## config.mk

```make
export PLATFORM = sky130hd
export DESIGN_NAME = rmts_cell
export DESIGN_NICKNAME = d
export VERILOG_FILES = /design/src/rtl/rmts_pkg.sv /design/src/rtl/rmts_cell.sv
export SDC_FILE = /design/constraint.sdc
export NUM_CORES = 1
export LEC_CHECK = 0
export BUFFER_PORTS_ARGS = -buffer_cell sky130_fd_sc_hd__buf_4
export CAP_MARGIN = 20
export CORE_MARGIN = 2
export CORE_UTILIZATION = 48
export DETAILED_ROUTE_END_ITERATION = 6
export HOLD_SLACK_MARGIN = 0.08
export PLACE_DENSITY = 0.91
export SYNTH_ARGS = -nofsm -noshare
export SYNTH_HDL_FRONTEND = slang
export SYNTH_SLANG_ARGS = --single-unit
```

## constraint.sdc

```tcl
create_clock -name aclk -period 3.12 [get_ports aclk]
set_input_delay 0.312 -clock aclk [delete_from_list [all_inputs] [get_ports aclk]]
set_output_delay 0.312 -clock aclk [all_outputs]
set_load 0.03 [all_outputs]
```

## src/rtl/rmts_pkg.sv

```systemverilog
`default_nettype none

package rmts_pkg;

    localparam int JOB_SLOTS_DEF = 16;
    localparam int TIME_BITS_DEF = 16;

    localparam int ACTIVE_W   = 5;
    localparam int PORT_TIME_W = 16;
    localparam int PORT_SLOT_W = 4;
    localparam int ID_W       = 8;
    localparam int IDS_W      = 2 * ID_W;
    localparam int CFG_IDX_W  = 4;
    localparam int CFG_DATA_W = 16;

    localparam logic [CFG_IDX_W-1:0] REG_ACTIVE_JOBS = CFG_IDX_W'(0);
    localparam logic [CFG_IDX_W-1:0] REG_SCHED_LEN   = CFG_IDX_W'(1);

    localparam logic FUNC_LOAD = 1'b0;
    localparam logic FUNC_TICK = 1'b1;

    typedef enum logic [2:0] {
        STAT_LOADED = 3'd0,
        STAT_RAN    = 3'd1,
        STAT_IDLE   = 3'd2,
        STAT_MISS   = 3'd3,
        STAT_DONE   = 3'd4
    } status_t;

    typedef enum logic [1:0] {
        ST_IDLE,
        ST_SCAN,
        ST_DELIVER
    } state_t;

    // flags carried along the cell row with the scan record
    typedef struct packed {
        logic found;
        logic miss;
        logic prev_hit;
    } scan_flags_t;

    // broadcast write command to the cells
    typedef struct packed {
        logic load;
        logic run;
    } cell_cmd_t;

endpackage

`default_nettype wire

```

## src/rtl/rmts_cell.sv

```systemverilog
`default_nettype none

module rmts_cell
    import rmts_pkg::*;
#(
    parameter int unsigned CELL_IDX  = 0,
    parameter int          TIME_BITS = TIME_BITS_DEF,
    parameter int          SLOT_W    = 4
) (
    input  wire logic                 aclk,
    input  wire logic                 aresetn,
    input  wire logic [ACTIVE_W-1:0]  slots_used,
    input  wire logic [TIME_BITS-1:0] cur_tick,
    input  wire logic                 prev_valid,
    input  wire logic [SLOT_W-1:0]    prev_slot,
    input  wire cell_cmd_t            cmd,
    input  wire logic [SLOT_W-1:0]    cmd_slot,
    input  wire logic [TIME_BITS-1:0] ld_ready,
    input  wire logic [TIME_BITS-1:0] ld_period,
    input  wire logic [TIME_BITS-1:0] ld_deadline,
    input  wire logic [TIME_BITS-1:0] ld_budget,
    input  wire logic [IDS_W-1:0]     ld_ids,
    input  wire logic [TIME_BITS:0]   run_stamp,
    input  wire scan_flags_t          flags_in,
    input  wire logic [TIME_BITS-1:0] best_period_in,
    input  wire logic [TIME_BITS:0]   best_stamp_in,
    input  wire logic [SLOT_W-1:0]    best_slot_in,
    input  wire logic [IDS_W-1:0]     best_ids_in,
    input  wire logic [SLOT_W-1:0]    miss_slot_in,
    input  wire logic [IDS_W-1:0]     miss_ids_in,
    input  wire logic [TIME_BITS-1:0] prev_period_in,
    input  wire logic [IDS_W-1:0]     prev_ids_in,
    output scan_flags_t               flags_out,
    output logic      [TIME_BITS-1:0] best_period_out,
    output logic      [TIME_BITS:0]   best_stamp_out,
    output logic      [SLOT_W-1:0]    best_slot_out,
    output logic      [IDS_W-1:0]     best_ids_out,
    output logic      [SLOT_W-1:0]    miss_slot_out,
    output logic      [IDS_W-1:0]     miss_ids_out,
    output logic      [TIME_BITS-1:0] prev_period_out,
    output logic      [IDS_W-1:0]     prev_ids_out
);

    localparam logic [SLOT_W-1:0] MY_SLOT = SLOT_W'(CELL_IDX);

    logic [TIME_BITS-1:0] ready_reg;
    logic [TIME_BITS-1:0] period_reg;
    logic [TIME_BITS-1:0] deadline_reg;
    logic [TIME_BITS-1:0] budget_reg;
    logic [TIME_BITS:0]   stamp_reg;
    logic [IDS_W-1:0]     ids_reg;

    logic        hit_slot;
    logic        in_use;
    logic        elig_raw;
    logic        elig;
    logic        late;
    logic        take;

    scan_flags_t          flags_next;
    logic [TIME_BITS-1:0] best_period_next;
    logic [TIME_BITS:0]   best_stamp_next;
    logic [SLOT_W-1:0]    best_slot_next;
    logic [IDS_W-1:0]     best_ids_next;
    logic [SLOT_W-1:0]    miss_slot_next;
    logic [IDS_W-1:0]     miss_ids_next;
    logic [TIME_BITS-1:0] prev_period_next;
    logic [IDS_W-1:0]     prev_ids_next;

    assign hit_slot = (cmd_slot == MY_SLOT);

    always_ff @(posedge aclk) begin
        if (cmd.load && hit_slot) begin
            ready_reg    <= ld_ready;
            period_reg   <= ld_period;
            deadline_reg <= ld_deadline;
            budget_reg   <= ld_budget;
            ids_reg      <= ld_ids;
        end else if (cmd.run && hit_slot) begin
            budget_reg <= budget_reg - TIME_BITS'(1);
        end
    end

    // zero stamp means never run
    always_ff @(posedge aclk) begin
        if (!aresetn) begin
            stamp_reg <= '0;
        end else if (cmd.load && hit_slot) begin
            stamp_reg <= '0;
        end else if (cmd.run && hit_slot) begin
            stamp_reg <= run_stamp;
        end
    end

    assign in_use   = (32'(slots_used) > CELL_IDX);
    assign elig_raw = (budget_reg != '0) && (ready_reg <= cur_tick);
    assign elig     = in_use && elig_raw;
    assign late     = in_use && (budget_reg != '0) && (cur_tick >= deadline_reg);
    assign take     = elig && (!flags_in.found || (period_reg < best_period_in) ||
                      ((period_reg == best_period_in) && (stamp_reg > best_stamp_in)));

    always_comb begin
        flags_next       = flags_in;
        best_period_next = best_period_in;
        best_stamp_next  = best_stamp_in;
        best_slot_next   = best_slot_in;
        best_ids_next    = best_ids_in;
        miss_slot_next   = miss_slot_in;
        miss_ids_next    = miss_ids_in;
        prev_period_next = prev_period_in;
        prev_ids_next    = prev_ids_in;
        // first late slot in index order wins
        if (late && !flags_in.miss) begin
            flags_next.miss = 1'b1;
            miss_slot_next  = MY_SLOT;
            miss_ids_next   = ids_reg;
        end
        if (take) begin
            flags_next.found = 1'b1;
            best_period_next = period_reg;
            best_stamp_next  = stamp_reg;
            best_slot_next   = MY_SLOT;
            best_ids_next    = ids_reg;
        end
        // previous job is checked regardless of the in-use count
        if (prev_valid && (prev_slot == MY_SLOT) && elig_raw) begin
            flags_next.prev_hit = 1'b1;
            prev_period_next    = period_reg;
            prev_ids_next       = ids_reg;
        end
    end

    always_ff @(posedge aclk) begin
        if (!aresetn) begin
            flags_out <= '0;
        end else begin
            flags_out <= flags_next;
        end
    end

    always_ff @(posedge aclk) begin
        best_period_out <= best_period_next;
        best_stamp_out  <= best_stamp_next;
        best_slot_out   <= best_slot_next;
        best_ids_out    <= best_ids_next;
        miss_slot_out   <= miss_slot_next;
        miss_ids_out    <= miss_ids_next;
        prev_period_out <= prev_period_next;
        prev_ids_out    <= prev_ids_next;
    end

endmodule

`default_nettype wire

```

==> results of run 1 <==
-- power groups by stage --
stage,sequential [mW],combinational [mW],clock [mW]
2_1_floorplan,3.24,0.277,0
3_3_place_gp,3.02,0.983,0
3_5_place_dp,3.03,1.01,0
4_1_cts,2.97,1.22,2.67
5_1_grt,2.99,1.33,2.80
6_report,2.98,1.28,2.69
-- Yosys cell counts (4+ instances only) --
library cell / n / area (µm²)
nor4_1: 8 / 50.05
mux2_2: 89 / 1002
nor3_1: 4 / 20.02
buf_6: 5 / 56.30
nor2_1: 28 / 105.1
nand3_1: 4 / 20.02
dfxtp_1: 125 / 2502
nand4_1: 11 / 68.82
inv_1: 69 / 259.0
clkbuf_1: 7 / 26.28
a21oi_1: 53 / 265.3
edfxtp_1: 80 / 2402
buf_2: 5 / 25.02
and2_1: 5 / 31.28
or4_1: 4 / 30.03
mux2_1: 8 / 90.09
xnor2_1: 10 / 87.58
nor2b_1: 9 / 56.30
a21o_1: 6 / 45.04
nand2_1: 50 / 187.7
ha_1: 66 / 825.8
o21ai_0: 7 / 35.03
-- worst paths after layout --
| check | depth (start not counted) | slack, ps | endpoint | from |
|---|---|---|---|---|
| worst max-delay path | 11 | 80 | best_ids_out[0] | best_period_in[13] |
| worst min-delay path | 3 | 120 | budget_reg[9] | ld_budget[9] |
| worst max register to register | 8 | 140 | best_ids_out[0] | period_reg[14] |
| worst min register to register | 2 | 470 | stamp_reg[2] | stamp_reg[2] |
-- layout make-up --
cell class	count	share of cell area
flip-flops and latches	205	0.3487
repair buffers	545	0.3270
multi-input cells	400	0.2327
clock buffers	30	0.04564
well taps	225	0.02002
inverters	69	0.01841
clock inverters	9	0.006761
diodes	4	0.0007117
-- metal layers --
metal	wire length (µm)	global-route usage
met1	11310	0.3541
met2	17030	0.6100
met3	2438	0.07579
met4	2310	0.2211
met5	0	0
-- worst reg2reg max path, cell delays in order, from the launching register on --
cell and delay (ps):
edfxtp_1 440, ha_1 380, nand4_1 220, or4_1 640, a41o_1 240, a22oi_2 220
o211ai_4 140, buf_12 210, mux2_1 380
-- timing repair --
action	CTS	global route
setup buffers	0	0
gates resized for setup	0	3
hold buffers	188	0
setup endpoints to repair	0	10
hold endpoints to repair	188	0
-- cells in the final DEF, fill, tap and decap left out, types with 3 or more instances in the layout --
master / instances
a31oi_1: 3
clkbuf_1: 3
nand2_1: 50
mux2_1: 8
o21a_1: 3
a21oi_1: 53
clkbuf_16: 23
buf_4: 354
nor3_1: 4
nand4_1: 11
clkinv_2: 3
inv_1: 68
xnor2_1: 10
nand3_1: 4
or4_1: 4
mux2_2: 89
nor2_1: 28
clkbuf_8: 4
nor4_1: 7
nor2b_1: 9
o211ai_1: 3
a21o_1: 6
edfxtp_1: 80
o21ai_0: 7
dlygate4sd3_1: 188
buf_12: 3
ha_1: 66
and2_1: 5
dfxtp_1: 125
a21boi_0: 3
diode_2: 4
-- metrics by stage --
stage                     cell area, µm²    util  hold slack (ps)  power (mW)
after floorplan                     8523       -            410.9       3.522
after global placement             11430  0.6584            460.2       4.005
after detailed placement           11430  0.6584            469.8       4.038
after CTS                          14050  0.8093            100.1       6.862
after global routing               14060  0.8100            102.6       7.120
final                              14060  0.8103            117.8       6.949
-- cell families (layout without fill, tap and decap cells) --
kind of cell | count (synthesis) | in the layout | share of synthesized area
and+or+nand+nor | 132 | 132 | 0.07619
xor gates and xnor gates | 12 | 12 | 0.01233
AOI/OAI and AO/OA | 93 | 93 | 0.06797
buffers and inverters | 86 | 653 | 0.04301
other | 0 | 4 | 0
DFF | 205 | 205 | 0.5755
adders and majority gates | 66 | 66 | 0.09689
muxes | 97 | 97 | 0.1282
==> results.sh, run 1 <==
export IMPL_status="finished clean"
export IMPL_hp_class="in -> reg"
export IMPL_critical_path_max_stage_delay_ps=640
export IMPL_p_switching_mw=1.829
export IMPL_vias=8005
export IMPL_dr_first_iter_drc_count=436
export IMPL_required_ps=3500
export IMPL_fmax_mhz=328.7
export IMPL_die_h_um=137.3
export IMPL_arrival_ps=3420
export IMPL_place_congestion=0.8485
export IMPL_syn_area_per_cell_um2=12.33
export IMPL_rsz0062_at_grt="no"
export IMPL_worstSkewPairLatency_ps=520
export IMPL_cts_sinks=205
export IMPL_syn_nets=996
export IMPL_viasPerCell=5.383
export IMPL_die_area_um2=18840
export IMPL_io_buffers=346
export IMPL_yosysWarnings=0
export IMPL_cts_root_buf="clkbuf_16"
export IMPL_timing_final_ws_setup_ps=78.13
export IMPL_synth_flop_cell="dfxtp_1"
export IMPL_dp_slack_ps=279.1
export IMPL_routed_wl_um=33090
export IMPL_finalSetupViolCount=0
export IMPL_routedWlPerCell_um=22.26
export IMPL_drt_pass1_iter_count=5
export IMPL_final_nets=1548
export IMPL_dp_hpwl_um=18710
export IMPL_grt_overflow=0
export IMPL_layout_cells_non_filler=1487
export IMPL_path_clk_slew_ps=70
export IMPL_fillers=887
export IMPL_postRouteAntennaNets=0
export IMPL_pwr_share_seq=0.429
export IMPL_drv_slew=0
export IMPL_fp_dieW_um=137.3
export IMPL_cp_cell_sequence="dlygate4sd3_1 -> buf_4 -> inv_1 -> ha_1 -> nand4_1 -> or4_1 -> a41o_1 -> a22oi_2 -> o211ai_4 -> buf_12 -> mux2_1"
export IMPL_dp_cells=1256
export IMPL_core_region_area_um2=17360
export IMPL_endpoint_kind="register"
export IMPL_cap_violations=0
export IMPL_clkPwrFrac=0.387
export IMPL_grt_pass1_wl_um=48020
export IMPL_crit_path_top_delay_cell="or4_1"
export IMPL_synth_edff_count=80
export IMPL_io_pins=347
export IMPL_final_min_clock_period_ps=3042
export IMPL_clock_tree_htree_level_count=1
export IMPL_ir_worst_vdd_v=0.0004540
export IMPL_crit_path_max_fanout=19
export IMPL_synth_seq_cells=205
export IMPL_power_density_nw_per_um2=494.0
export IMPL_cts_tree="done"
export IMPL_p_comb_frac=0.184
export IMPL_drive_gt1_frac=0.3919
export IMPL_grt_pass1_vias=8790
export IMPL_worst_pin_slew_ps=767.6
export IMPL_cts_buffers_inserted=22
export IMPL_start_util=0.4911
export IMPL_min_period_over_period=0.9750
export IMPL_worst_slew_margin_rel=0.4835
export IMPL_cp_top_family="buffers and inverters"
export IMPL_synthArstFlopShare=0
export IMPL_drc_errors=0
export IMPL_skew_ps=21.32
export IMPL_yosysSeqAreaShare=0.5755
export IMPL_hold_viol_final=0
export IMPL_p_leak_nw=6.349
export IMPL_start_kind="primary input"
export IMPL_synth_area_um2=8523
export IMPL_grt_usage=0.3391
export IMPL_synth_cells=691
export IMPL_swShare=0.2632
export IMPL_grt_max_degree=42
export IMPL_path_class="in -> reg"
export IMPL_ys_types=46
export IMPL_cts_max_path_buffers=3
export IMPL_rows=48
export IMPL_area_growth_syn_to_layout_pct=65.02
export IMPL_path_buf_inv=4
export IMPL_regArea_um2=4905
export IMPL_finalSetupTns_ps=0
export IMPL_grt_antenna_before_repair=2
export IMPL_power_internal_mw=5.120
export IMPL_multi_input_area_um2=3273
No activity file was read; power rests on OpenSTA's default activity.
==> run 2: changes to the inputs <==
==> constraint.sdc (replaced) <==
create_clock -name aclk -period 3.12 [get_ports aclk]
set_input_delay 0.468 -clock aclk [delete_from_list [all_inputs] [get_ports aclk]]
set_output_delay 0.468 -clock aclk [all_outputs]
set_load 0.03 [all_outputs]
==> run 2 against run 1 <==
Net effect: combinational power shrank 21%; global-route usage shrank 9.0 points; largest power group unchanged; non-clock buffer count shrank 186; register-to-register slack gained 120 ps; hold slack gained 31 ps; critical path depth shrank 3; sequential power is essentially flat; cell count shrank 13%; final area shrank 13%; critical endpoint unchanged; highest routed layer unchanged; clock skew shrank 11 ps; sequential share of layout area grew 5.2 points; first-iteration DRC count shrank 44%.
==> results.sh, run 2 (same netlist as run 1, synthesis figures left out) <==
export IMPL_status="finished clean"
export IMPL_grt_antenna_before_repair=0
export IMPL_cts_setup_buffers=0
export IMPL_power_density_nw_per_um2=552.8
export IMPL_finalSetupViolCount=0
export IMPL_vias=6661
export IMPL_hp_class="in -> reg"
export IMPL_final_nets=1362
export IMPL_cap_violations=0
export IMPL_final_common_cell="buf_4"
export IMPL_cts_sinks=205
export IMPL_grt_pass1_vias=6824
export IMPL_core_region_area_um2=17360
export IMPL_fp_dieW_um=137.3
export IMPL_cp_cell_sequence="ha_1 -> nand4_1 -> or4_1 -> a41o_1 -> a22oi_2 -> o211ai_4 -> buf_12 -> mux2_1"
export IMPL_grt_usage=0.2489
export IMPL_cts_tree="done"
export IMPL_final_area_um2=12250
export IMPL_endpoint_kind="register"
export IMPL_finalSetupTns_ps=0
export IMPL_postRouteAntennaNets=0
export IMPL_diodes=0
export IMPL_start_kind="register"
export IMPL_rows=48
export IMPL_cts_hold_buffers=0
export IMPL_reg2reg_slack_ps=260
export IMPL_layout_cells_non_filler=1298
export IMPL_worst_pin_slew_ps=771.8
export IMPL_dr_first_iter_drc_count=243
export IMPL_drive_gt1_frac=0.4604
export IMPL_drt_pass1_iter_count=4
export IMPL_viasPerCell=5.132
export IMPL_min_from="ld_deadline[12]"
export IMPL_io_pins=347
export IMPL_crit_reg2reg_launch="period_reg[14]"
export IMPL_grt_pass1_wl_um=35540
export IMPL_worst_slew_margin_rel=0.4807
export IMPL_worstSkewPairLatency_ps=500
export IMPL_die_area_um2=18840
export IMPL_dp_hpwl_um=18600
export IMPL_die_h_um=137.3
export IMPL_dp_cells=1258
export IMPL_required_ps=3490
export IMPL_arrival_ps=3240
export IMPL_path_clk_slew_ps=60
export IMPL_hold_depth=1
export IMPL_drv_slew=0
export IMPL_place_congestion=0.8776
export IMPL_reg2reg_depth=8
export IMPL_cts_max_path_buffers=3
export IMPL_placed_cell_area_um2=11440
export IMPL_min_period_over_period=0.9180
export IMPL_critical_path_max_stage_delay_ps=630
export IMPL_hold_end="deadline_reg[12]"
export IMPL_path_class="reg -> reg"
export IMPL_reg2reg_to="best_ids_out[0]"
export IMPL_cts_resized=0
export IMPL_hold_viol_final=0
export IMPL_clock_tree_htree_level_count=1
export IMPL_start_util=0.4911
export IMPL_crit_path_max_fanout=31
export IMPL_skew_ps=10.52
export IMPL_timing_final_ws_setup_ps=255.9
export IMPL_cts_buffers_inserted=22
export IMPL_cts_root_buf="clkbuf_16"
export IMPL_grt_overflow=0
export IMPL_dp_slack_ps=120.6
export IMPL_routedWlPerCell_um=19.03
export IMPL_drc_errors=0
export IMPL_p_leak_nw=5.609
export IMPL_utilization=0.7055
export IMPL_final_cell_mix="buf_4 (356), dfxtp_1 (125), mux2_2 (89)"
export IMPL_ir_worst_vdd_v=0.0004012
export IMPL_final_min_clock_period_ps=2864
export IMPL_grt_max_degree=35
export IMPL_routed_wl_um=24700
export IMPL_fmax_mhz=349.2
export IMPL_area_growth_syn_to_layout_pct=43.67
export IMPL_crit_path_top_delay_cell="or4_1"
export IMPL_rsz0062_at_grt="no"
export IMPL_io_buffers=346
-- run 2: metal layers --
layer,track usage,routed length (µm),vias up,part of all wire
li1,-,-,3176,-
met5,0,0,-,0
met4,0.1071,1006,0,0.041
met3,0.05629,1791,72,0.073
met2,0.4649,13140,298,0.53
met1,0.2678,8768,3115,0.35
-- run 2: cell type report --
type | instances | area, µm²
timing repair buffer | 359 | 2733
inverter | 69 | 259.0
fill | 1145 | 5111
multi-input combinational | 400 | 3264
sequential | 205 | 4905
clock buffer | 34 | 742.0
clock inverter | 6 | 61.31
tap | 225 | 281.5
-- run 2: stage by stage --
stage	power, mW	hold slack, ps
2_1_floorplan	3.522	446.8
3_3_place_gp	4.001	460.5
3_5_place_dp	4.033	469.2
4_1_cts	6.822	127.2
5_1_grt	6.983	130.9
6_report	6.769	148.7
-- run 2: worst max-delay path, delay by kind of cell (launching register included) --
family | cells | cell delay (ps)
buffers and inverters | 1 | 220
AND/OR/NAND/NOR | 2 | 790
adder cells (fa/ha/maj) | 1 | 350
AO/OA/AOI/OAI | 3 | 590
multiplexers | 1 | 330
flip-flops | 1 | 440
-- run 2: worst max-delay path by stage --
stage / start / endpoint / slack, ps / cells past startpoint
2_1_floorplan: cmd_slot[1] / deadline_reg[0] / 170 / 4
3_3_place_gp: best_period_in[14] / best_ids_out[10] / 240 / 10
3_5_place_dp: best_period_in[14] / best_ids_out[11] / 120 / 10
4_1_cts: period_reg[14] / best_period_out[12] / 230 / 8
5_1_grt: period_reg[14] / best_ids_out[11] / 100 / 8
6_report: period_reg[14] / best_ids_out[0] / 260 / 8
-- run 2: report_power, final --
group | switching, mW | leakage, nW | internal (mW) | total [mW]
clock | 1.06 | 0.399 | 1.73 | 2.79
sequential | 0.0532 | 1.77 | 2.92 | 2.97
combinational | 0.511 | 3.44 | 0.502 | 1.01
